### src/hdl/modexp_pkg.sv
// ----------------------------------------------------------------------------
// modexp_pkg
// Shared widths and register map for the modular exponentiation block.
// ----------------------------------------------------------------------------
package modexp_pkg;

  // default operand width (message, exponent, modulus, result)
  localparam int unsigned MODEXP_WIDTH = 32;

  // configuration port: one register, byte address 0
  localparam int unsigned CFG_ADDR_W = 1;
  localparam logic [CFG_ADDR_W-1:0] REG_MODULUS = 1'b0;

  // data bus width that holds a register of the given width
  function automatic int unsigned cfg_data_width(input int unsigned w);
    return (w > 32) ? 64 : 32;
  endfunction

endpackage

### src/hdl/modexp_if.sv
// ----------------------------------------------------------------------------
// modexp channel interfaces
// Valid/ready channels for operand items and result items.
// ----------------------------------------------------------------------------
interface modexp_in_if
  import modexp_pkg::*;
#(
  parameter int unsigned WIDTH = MODEXP_WIDTH
);
  logic             valid;
  logic             ready;
  logic [WIDTH-1:0] message;
  logic [WIDTH-1:0] exponent;

  modport source (output valid, output message, output exponent, input ready);
  modport sink   (input valid, input message, input exponent, output ready);
endinterface

interface modexp_out_if
  import modexp_pkg::*;
#(
  parameter int unsigned WIDTH = MODEXP_WIDTH
);
  logic             valid;
  logic             ready;
  logic [WIDTH-1:0] power_residue;

  modport source (output valid, output power_residue, input ready);
  modport sink   (input valid, input power_residue, output ready);
endinterface

### src/hdl/modular_exponentiation.sv
// ----------------------------------------------------------------------------
// modular_exponentiation
// Computes message^exponent mod modulus by square and multiply.
// ----------------------------------------------------------------------------
// Usage:
//   in_ch   operand item (message, exponent), valid/ready. Ready is high only
//           while the sequencer is idle; one item is worked at a time.
//   out_ch  result item (power_residue), valid/ready, from an output register.
//           A result waiting there does not block the next operand item.
//   APB     register 0 (byte address 0) is the modulus; reset value 1.
//           Write it only while no item is in flight.
// Operation:
//   One shared add/compare unit does a doubling and an optional add modulo
//   the modulus per cycle. The message is first reduced bit-serially.
//   Then for each of the WIDTH exponent bits, MSB first, the running value
//   is squared and, for a one bit, multiplied by the reduced message.
//   A zero modulus skips the computation and answers 0.
// Reset: rst_n (synchronous, active low) idles the sequencer, drops any
//   pending result and sets the modulus to 1.
// Stall: a result held in the output register keeps a finished item waiting
//   in the final state until the receiver takes the older one.
// ----------------------------------------------------------------------------
module modular_exponentiation
  import modexp_pkg::*;
#(
  parameter int unsigned WIDTH = MODEXP_WIDTH
) (
  input  logic                              clk,
  input  logic                              rst_n,
  modexp_in_if.sink                         in_ch,
  modexp_out_if.source                      out_ch,
  input  logic                              psel,
  input  logic                              penable,
  input  logic                              pwrite,
  input  logic [CFG_ADDR_W-1:0]             paddr,
  input  logic [cfg_data_width(WIDTH)-1:0]  pwdata,
  output logic [cfg_data_width(WIDTH)-1:0]  prdata,
  output logic                              pready
);

  localparam int unsigned DW    = cfg_data_width(WIDTH);
  localparam int unsigned CNT_W = (WIDTH > 1) ? $clog2(WIDTH) : 1;
  localparam logic [CNT_W-1:0] CNT_LAST = CNT_W'(WIDTH - 1);

  // sequencer states
  localparam logic [2:0] ST_IDLE = 3'd0;
  localparam logic [2:0] ST_RED  = 3'd1;  // reduce message mod modulus
  localparam logic [2:0] ST_SQR  = 3'd2;  // square running value
  localparam logic [2:0] ST_MUL  = 3'd3;  // multiply by reduced message
  localparam logic [2:0] ST_FIN  = 3'd4;  // hand result to output register

  logic [2:0]       state_r, state_nxt;
  logic [WIDTH-1:0] mod_r, mod_nxt;
  logic [WIDTH-1:0] base_r, base_nxt;     // reduced message
  logic [WIDTH-1:0] exp_r, exp_nxt;       // exponent, shifted left per bit
  logic [WIDTH-1:0] acc_r, acc_nxt;       // running power
  logic [WIDTH-1:0] part_r, part_nxt;     // partial product of the multiply
  logic [WIDTH-1:0] mb_r, mb_nxt;         // multiplier bits, MSB first
  logic [CNT_W-1:0] cnt_r, cnt_nxt;       // inner bit count
  logic [CNT_W-1:0] ecnt_r, ecnt_nxt;     // exponent bit count
  logic             out_valid_r, out_valid_nxt;
  logic [WIDTH-1:0] out_data_r, out_data_nxt;

  // shared unit: r = ((2*part + bit_in) mod m + (add_en ? addend : 0)) mod m
  logic             bit_in;
  logic             add_en;
  logic [WIDTH-1:0] addend;
  logic [WIDTH:0]   dbl;
  logic [WIDTH-1:0] dbl_red;
  logic [WIDTH:0]   sum;
  logic [WIDTH-1:0] unit_res;

  logic             cfg_wr;
  logic             in_fire;
  logic [WIDTH-1:0] one_mod;   // 1 mod m

  assign pready  = 1'b1;
  assign cfg_wr  = psel && penable && pwrite && (paddr == REG_MODULUS);
  assign prdata  = (paddr == REG_MODULUS) ? DW'(mod_r) : '0;
  assign in_ch.ready          = (state_r == ST_IDLE);
  assign in_fire              = in_ch.valid && (state_r == ST_IDLE);
  assign out_ch.valid         = out_valid_r;
  assign out_ch.power_residue = out_data_r;
  assign one_mod = (mod_r == WIDTH'(1)) ? '0 : WIDTH'(1);

  // select unit operands by phase
  always_comb begin
    bit_in = 1'b0;
    add_en = 1'b0;
    addend = base_r;
    case (state_r)
      ST_RED: begin
        bit_in = mb_r[WIDTH-1];
      end
      ST_SQR: begin
        add_en = mb_r[WIDTH-1];
        addend = acc_r;
      end
      ST_MUL: begin
        add_en = mb_r[WIDTH-1];
        addend = base_r;
      end
      default: begin
        add_en = 1'b0;
      end
    endcase
  end

  always_comb begin
    dbl      = {part_r, bit_in};
    dbl_red  = (dbl >= {1'b0, mod_r}) ? WIDTH'(dbl - {1'b0, mod_r}) : dbl[WIDTH-1:0];
    sum      = {1'b0, dbl_red} + {1'b0, addend};
    if (!add_en) begin
      unit_res = dbl_red;
    end else if (sum >= {1'b0, mod_r}) begin
      unit_res = WIDTH'(sum - {1'b0, mod_r});
    end else begin
      unit_res = sum[WIDTH-1:0];
    end
  end

  // sequencer
  always_comb begin
    state_nxt     = state_r;
    mod_nxt       = mod_r;
    base_nxt      = base_r;
    exp_nxt       = exp_r;
    acc_nxt       = acc_r;
    part_nxt      = part_r;
    mb_nxt        = mb_r;
    cnt_nxt       = cnt_r;
    ecnt_nxt      = ecnt_r;
    out_valid_nxt = out_valid_r && !out_ch.ready;
    out_data_nxt  = out_data_r;

    if (cfg_wr) begin
      mod_nxt = pwdata[WIDTH-1:0];
    end

    case (state_r)
      ST_IDLE: begin
        if (in_fire) begin
          mb_nxt   = in_ch.message;
          exp_nxt  = in_ch.exponent;
          part_nxt = '0;
          cnt_nxt  = CNT_LAST;
          if (mod_r == '0) begin
            // zero modulus: no computation, result is zero
            acc_nxt   = '0;
            state_nxt = ST_FIN;
          end else begin
            state_nxt = ST_RED;
          end
        end
      end
      ST_RED: begin
        part_nxt = unit_res;
        mb_nxt   = mb_r << 1;
        cnt_nxt  = cnt_r - CNT_W'(1);
        if (cnt_r == '0) begin
          base_nxt  = unit_res;
          acc_nxt   = one_mod;
          mb_nxt    = one_mod;
          part_nxt  = '0;
          cnt_nxt   = CNT_LAST;
          ecnt_nxt  = CNT_LAST;
          state_nxt = ST_SQR;
        end
      end
      ST_SQR, ST_MUL: begin
        part_nxt = unit_res;
        mb_nxt   = mb_r << 1;
        cnt_nxt  = cnt_r - CNT_W'(1);
        if (cnt_r == '0) begin
          acc_nxt  = unit_res;
          mb_nxt   = unit_res;
          part_nxt = '0;
          cnt_nxt  = CNT_LAST;
          if ((state_r == ST_SQR) && exp_r[WIDTH-1]) begin
            state_nxt = ST_MUL;
          end else begin
            // advance to next exponent bit
            exp_nxt  = exp_r << 1;
            ecnt_nxt = ecnt_r - CNT_W'(1);
            state_nxt = (ecnt_r == '0) ? ST_FIN : ST_SQR;
          end
        end
      end
      ST_FIN: begin
        if (!out_valid_r || out_ch.ready) begin
          out_valid_nxt = 1'b1;
          out_data_nxt  = acc_r;
          state_nxt     = ST_IDLE;
        end
      end
      default: begin
        state_nxt = ST_IDLE;
      end
    endcase
  end

  always_ff @(posedge clk) begin
    if (!rst_n) begin
      state_r     <= ST_IDLE;
      mod_r       <= WIDTH'(1);
      out_valid_r <= 1'b0;
      cnt_r       <= '0;
      ecnt_r      <= '0;
    end else begin
      state_r     <= state_nxt;
      mod_r       <= mod_nxt;
      out_valid_r <= out_valid_nxt;
      cnt_r       <= cnt_nxt;
      ecnt_r      <= ecnt_nxt;
    end
  end

  always_ff @(posedge clk) begin
    base_r     <= base_nxt;
    exp_r      <= exp_nxt;
    acc_r      <= acc_nxt;
    part_r     <= part_nxt;
    mb_r       <= mb_nxt;
    out_data_r <= out_data_nxt;
  end

endmodule
### src/flat_wrapper.sv
// flat-port wrapper written by rule: the top's interface ports become plain ports
module modular_exponentiation_flat import modexp_pkg::*;
#(
  parameter int unsigned WIDTH = MODEXP_WIDTH
)
  (clk, rst_n, psel, penable, pwrite, paddr, pwdata, prdata, pready, in_ch_valid, in_ch_message, in_ch_exponent, in_ch_ready, out_ch_valid, out_ch_power_residue, out_ch_ready);
  modexp_in_if #(.WIDTH(WIDTH)) in_ch_i ();
  modexp_out_if #(.WIDTH(WIDTH)) out_ch_i ();
  input  logic clk;
  input  logic rst_n;
  input  logic psel;
  input  logic penable;
  input  logic pwrite;
  input  logic [CFG_ADDR_W-1:0] paddr;
  input  logic [cfg_data_width(WIDTH)-1:0] pwdata;
  output logic [cfg_data_width(WIDTH)-1:0] prdata;
  output logic pready;
  input wire logic [$bits(in_ch_i.valid)-1:0] in_ch_valid;
  input wire logic [$bits(in_ch_i.message)-1:0] in_ch_message;
  input wire logic [$bits(in_ch_i.exponent)-1:0] in_ch_exponent;
  output wire logic [$bits(in_ch_i.ready)-1:0] in_ch_ready;
  output wire logic [$bits(out_ch_i.valid)-1:0] out_ch_valid;
  output wire logic [$bits(out_ch_i.power_residue)-1:0] out_ch_power_residue;
  input wire logic [$bits(out_ch_i.ready)-1:0] out_ch_ready;
  assign in_ch_i.valid = in_ch_valid;
  assign in_ch_i.message = in_ch_message;
  assign in_ch_i.exponent = in_ch_exponent;
  assign in_ch_ready = in_ch_i.ready;
  assign out_ch_valid = out_ch_i.valid;
  assign out_ch_power_residue = out_ch_i.power_residue;
  assign out_ch_i.ready = out_ch_ready;
  modular_exponentiation #(.WIDTH(WIDTH)) u_core (.clk(clk), .rst_n(rst_n), .in_ch(in_ch_i), .out_ch(out_ch_i), .psel(psel), .penable(penable), .pwrite(pwrite), .paddr(paddr), .pwdata(pwdata), .prdata(prdata), .pready(pready));
endmodule
### config.mk
export PLATFORM = sky130hd
export DESIGN_NAME = modular_exponentiation_flat
export DESIGN_NICKNAME = d
export VERILOG_FILES = /design/src/hdl/modexp_pkg.sv /design/src/hdl/modexp_if.sv /design/src/hdl/modular_exponentiation.sv /design/src/flat_wrapper.sv
export SDC_FILE = /design/constraint.sdc
export NUM_CORES = 1
export LEC_CHECK = 0
export BUFFER_PORTS_ARGS = -buffer_cell sky130_fd_sc_hd__buf_2
export CAP_MARGIN = 15
export CORE_AREA = 2 2 144 252
export DETAILED_ROUTE_END_ITERATION = 10
export DIE_AREA = 0 0 146 254
export GPL_ROUTABILITY_DRIVEN = 0
export PLACE_DENSITY_LB_ADDON = 0.1
export SLEW_MARGIN = 20
export SYNTH_ARGS = -nofsm -noshare
export SYNTH_HDL_FRONTEND = slang
export SYNTH_SLANG_ARGS = --single-unit
### constraint.sdc
create_clock -name clk -period 8.9 [get_ports clk]
set_input_delay 1.78 -clock clk [delete_from_list [all_inputs] [get_ports clk]]
set_output_delay 1.78 -clock clk [all_outputs]
set_load 0.02 [all_outputs]
==> results.ini <==
[synthesis]
synthMostInstantiatedCell=sky130_fd_sc_hd__nand2_1
yosysTopAreaCell=sky130_fd_sc_hd__edfxtp_1
yosysTopAreaCellShare_pct=36.0
synth_edf_count=192
yosys.cell_types.count=100
synth_nets=1929
share_of_async_settable_or_async_resettable_flops_after_synthesis_pct=0
syn_area_per_cell_um2=9.25
synthesis.area_mm2=0.0160
ys_dominant_reg_cell=sky130_fd_sc_hd__edfxtp_1
netlist_top_cells_area=sky130_fd_sc_hd__edfxtp_1 36%, sky130_fd_sc_hd__ha_1 7.3%, sky130_fd_sc_hd__nand2_1 6.1%, sky130_fd_sc_hd__dfxtp_1 5.8%, sky130_fd_sc_hd__a21oi_1 4.3%
netlist_instances=1729
postSynthRegisterBits=238
yosys_warnings=0
netlist_top_cells_count=259 x sky130_fd_sc_hd__nand2_1, 192 x sky130_fd_sc_hd__edfxtp_1, 160 x sky130_fd_sc_hd__nor2_1
synth_seq_area_share_pct=41.8

[clocking]
cts_hold_buffers=0
cts-root-to-sink-buffers=3
ctsRootBufferMaster=sky130_fd_sc_hd__clkbuf_16
clock_latency_ns=0.54
htree_num_levels=1
cts.reportedPaths.clkPinSlew_ns=0.07
numCtsBuffers=23
cts_tree=built
cts.sink_count=238

[timing]
slew_of_the_pin_with_the_lowest_slew_margin_ns=1.23
hold_ws_ns=0.441
timing.final.max_slew_violations=0
fin_worst_skew_ns=0.0118
timing.slew.headroom_pct=17.7
finalHoldViolations=0
timing.final.crit_share_pct=95.4
fmaxAchievable_mhz=118
layout_min_cycle_time_ns=8.49
finalSetupViolCount=0

[setup_path]
cp_num_cells=36
setup.worst_path.start=u_core.mod_r[1]
regToRegSetupSlack_ns=0.41
crit-reg2reg-capture=u_core.base_r[27]
slowest_stage=sky130_fd_sc_hd__dfxtp_1
endpoint=u_core.base_r[27]
worst_path_largest_cell_delay_ns=0.46
worstSetupStartpointType=flop
reg_to_reg_startpoint=u_core.mod_r[1]
timing.critical_path.to_type=flop
ff2ff_path_depth=36
worst_ep_required_time_ns=9.14
crit_type=reg2reg
cp_num_buf_inv=5
worstPathMaxFanout=7
critical-path-top-delay-family=compound AO/OA/AOI/OAI gates
worst_ep_arrival_time_ns=8.73

[detailed_routing]
post_route_ant_nets=0
drc=0
dr_wl_met2_mm=27.9
via_count=14100
wl_mm=54.1
routedLengthMet1_mm=19.9
routed_wire_length_per_instance_um=22.7
drt_iter0_markers=817
route.top_layer_used=met4
vias_per_cell=5.89
route.met3.wl_mm=2.83
first_pass_iters=5

[floorplanning]
row_count=91
die_x_um=146
dieHeight_um=254
die-area_mm2=0.0371
core_area_mm2=0.0351
i_o_pins=171
initial_utilization_pct=45.6

[cells_and_area]
antenna_cells_inserted=0
stdcell_count=2386
final_nets=2106
synthToLayoutAreaGrowth_pct=15.0
area_of_the_multi_input_gates_mm2=0.00878
final_layout_size_suffix_gt1_share_pct=18.7
layout.filler_cells=3431
sequential_cell_area_mm2=0.00669

[pwr]
ir_drop_uv=258
power_leakage_nw=7.37
power.total_w=0.00875
powerDensity_mw_per_mm2=476

[placement]
hpwl_mm=40.6
placed_cells=2339
io_buffers=169

[grt]
grt_max_degree=66
grt_antenna_before_repair=0
grt_usage_pct=28.4
first_global_vias=14100
globalRoute.totalOverflow=0
grt_first_pass_wirelength_mm=80.8

[min_path]
holdCritStartpoint=u_core.acc_r[15]
hold_class=reg2reg

[run]
cap_viol_max_count=0

[status]
run_status=finished, final reports clean

cell type report:
cell class              instances  share of cell area (%)
multi-input cells            1329                    47.7
flip-flops and latches        238                    36.4
repair buffers                227                    7.33
clock buffers                  30                    3.33
well taps                     465                    3.16
inverters                      87                    1.78
clock inverters                10                   0.313
registers in the layout (all words and copies together) (netlist names), 3 cells and up:
signal and cells:
u_core.acc_r 32, u_core.base_r 32, u_core.exp_r 32, u_core.mb_r 32
u_core.mod_r 32, u_core.out_ch.power_residue 32, u_core.part_r 32, u_core.cnt_r 5
u_core.ecnt_r 5, u_core.state_r 3
cell families (layout without fill, tap and decap cells):
group	Yosys count	after routing	share of synthesized area [%]
AOI/OAI and AO/OA	458	458	19.4
xor gates and xnor gates	83	83	4.59
other	1	1	0.0234
buffers and inverters	162	354	4.06
and+or+nand+nor	626	626	18.0
muxes	61	61	4.27
adders and majority gates	100	100	7.92
DFF	238	238	41.8
how the worst min path moves through the flow:
stage	cells past startpoint	to	slack, ns
CTS	0	u_core.out_ch.power_residue[18]	0.44
floorplan	0	u_core.out_ch.power_residue[0]	0.42
global placement	0	u_core.out_ch.power_residue[18]	0.42
global route	0	u_core.out_ch.power_residue[18]	0.46
detailed placement	0	u_core.out_ch.power_residue[15]	0.43
finish	0	u_core.out_ch.power_residue[15]	0.44
per-layer routing:
| metal | vias up | GRT usage, % |
|---|---|---|
| met1 | 6713 | 30.9 |
| met4 | 0 | 16.1 |
| li1 | 6645 | - |
| met3 | 148 | 3.02 |
| met2 | 549 | 53.3 |
| met5 | - | 0 |
power breakdown:
| group | switching (W) | total [W] | leakage (nW) | internal (W) |
|---|---|---|---|---|
| Clock | 0.000435 | 0.000919 | 0.320 | 0.000485 |
| Combinational | 0.00378 | 0.00638 | 4.83 | 0.00260 |
| Sequential | 0.0000639 | 0.00145 | 2.22 | 0.00139 |
layout by cell type, fill, tap and decap left out, drive strengths merged, types with 9 or more instances in the layout:
cell type,count
nand2b,18
nor2b,15
buf,226
ha,93
nand4,21
o21ai,85
inv,87
xnor2,53
a221oi,9
a211oi,29
a21o,43
nor4,14
o22ai,9
nand3,28
edfxtp,192
clkbuf,31
mux2i,25
and2,24
a31oi,12
o31ai,13
nand2,259
nor3,33
xor2,30
and3,25
a22oi,11
a21oi,141
a21boi,9
nor2,161
mux2,36
dfxtp,46
o21bai,21
repair_timing:
action                                  CTS  global route
endpoints found under the hold margin     0             0
setup buffers                             0             5
endpoints found under the setup margin   98           128
gates resized for setup                   2            19
pin swaps                                 0             5
gates cloned                              0             1
metrics by stage:
step           TNS [ns]  worst slack (ns)  utilization, %  area, um2
3_3_place_gp      -4.94            -0.137            50.0      17500
4_1_cts               0           0.00609            51.9      18200
2_1_floorplan         0             0.376               -      16000
6_report              0             0.411            52.4      18400
5_1_grt         -0.0518           -0.0223            52.4      18400
3_5_place_dp      -2.21           -0.0971            50.0      17500
No activity file was read; power rests on OpenSTA's default activity.
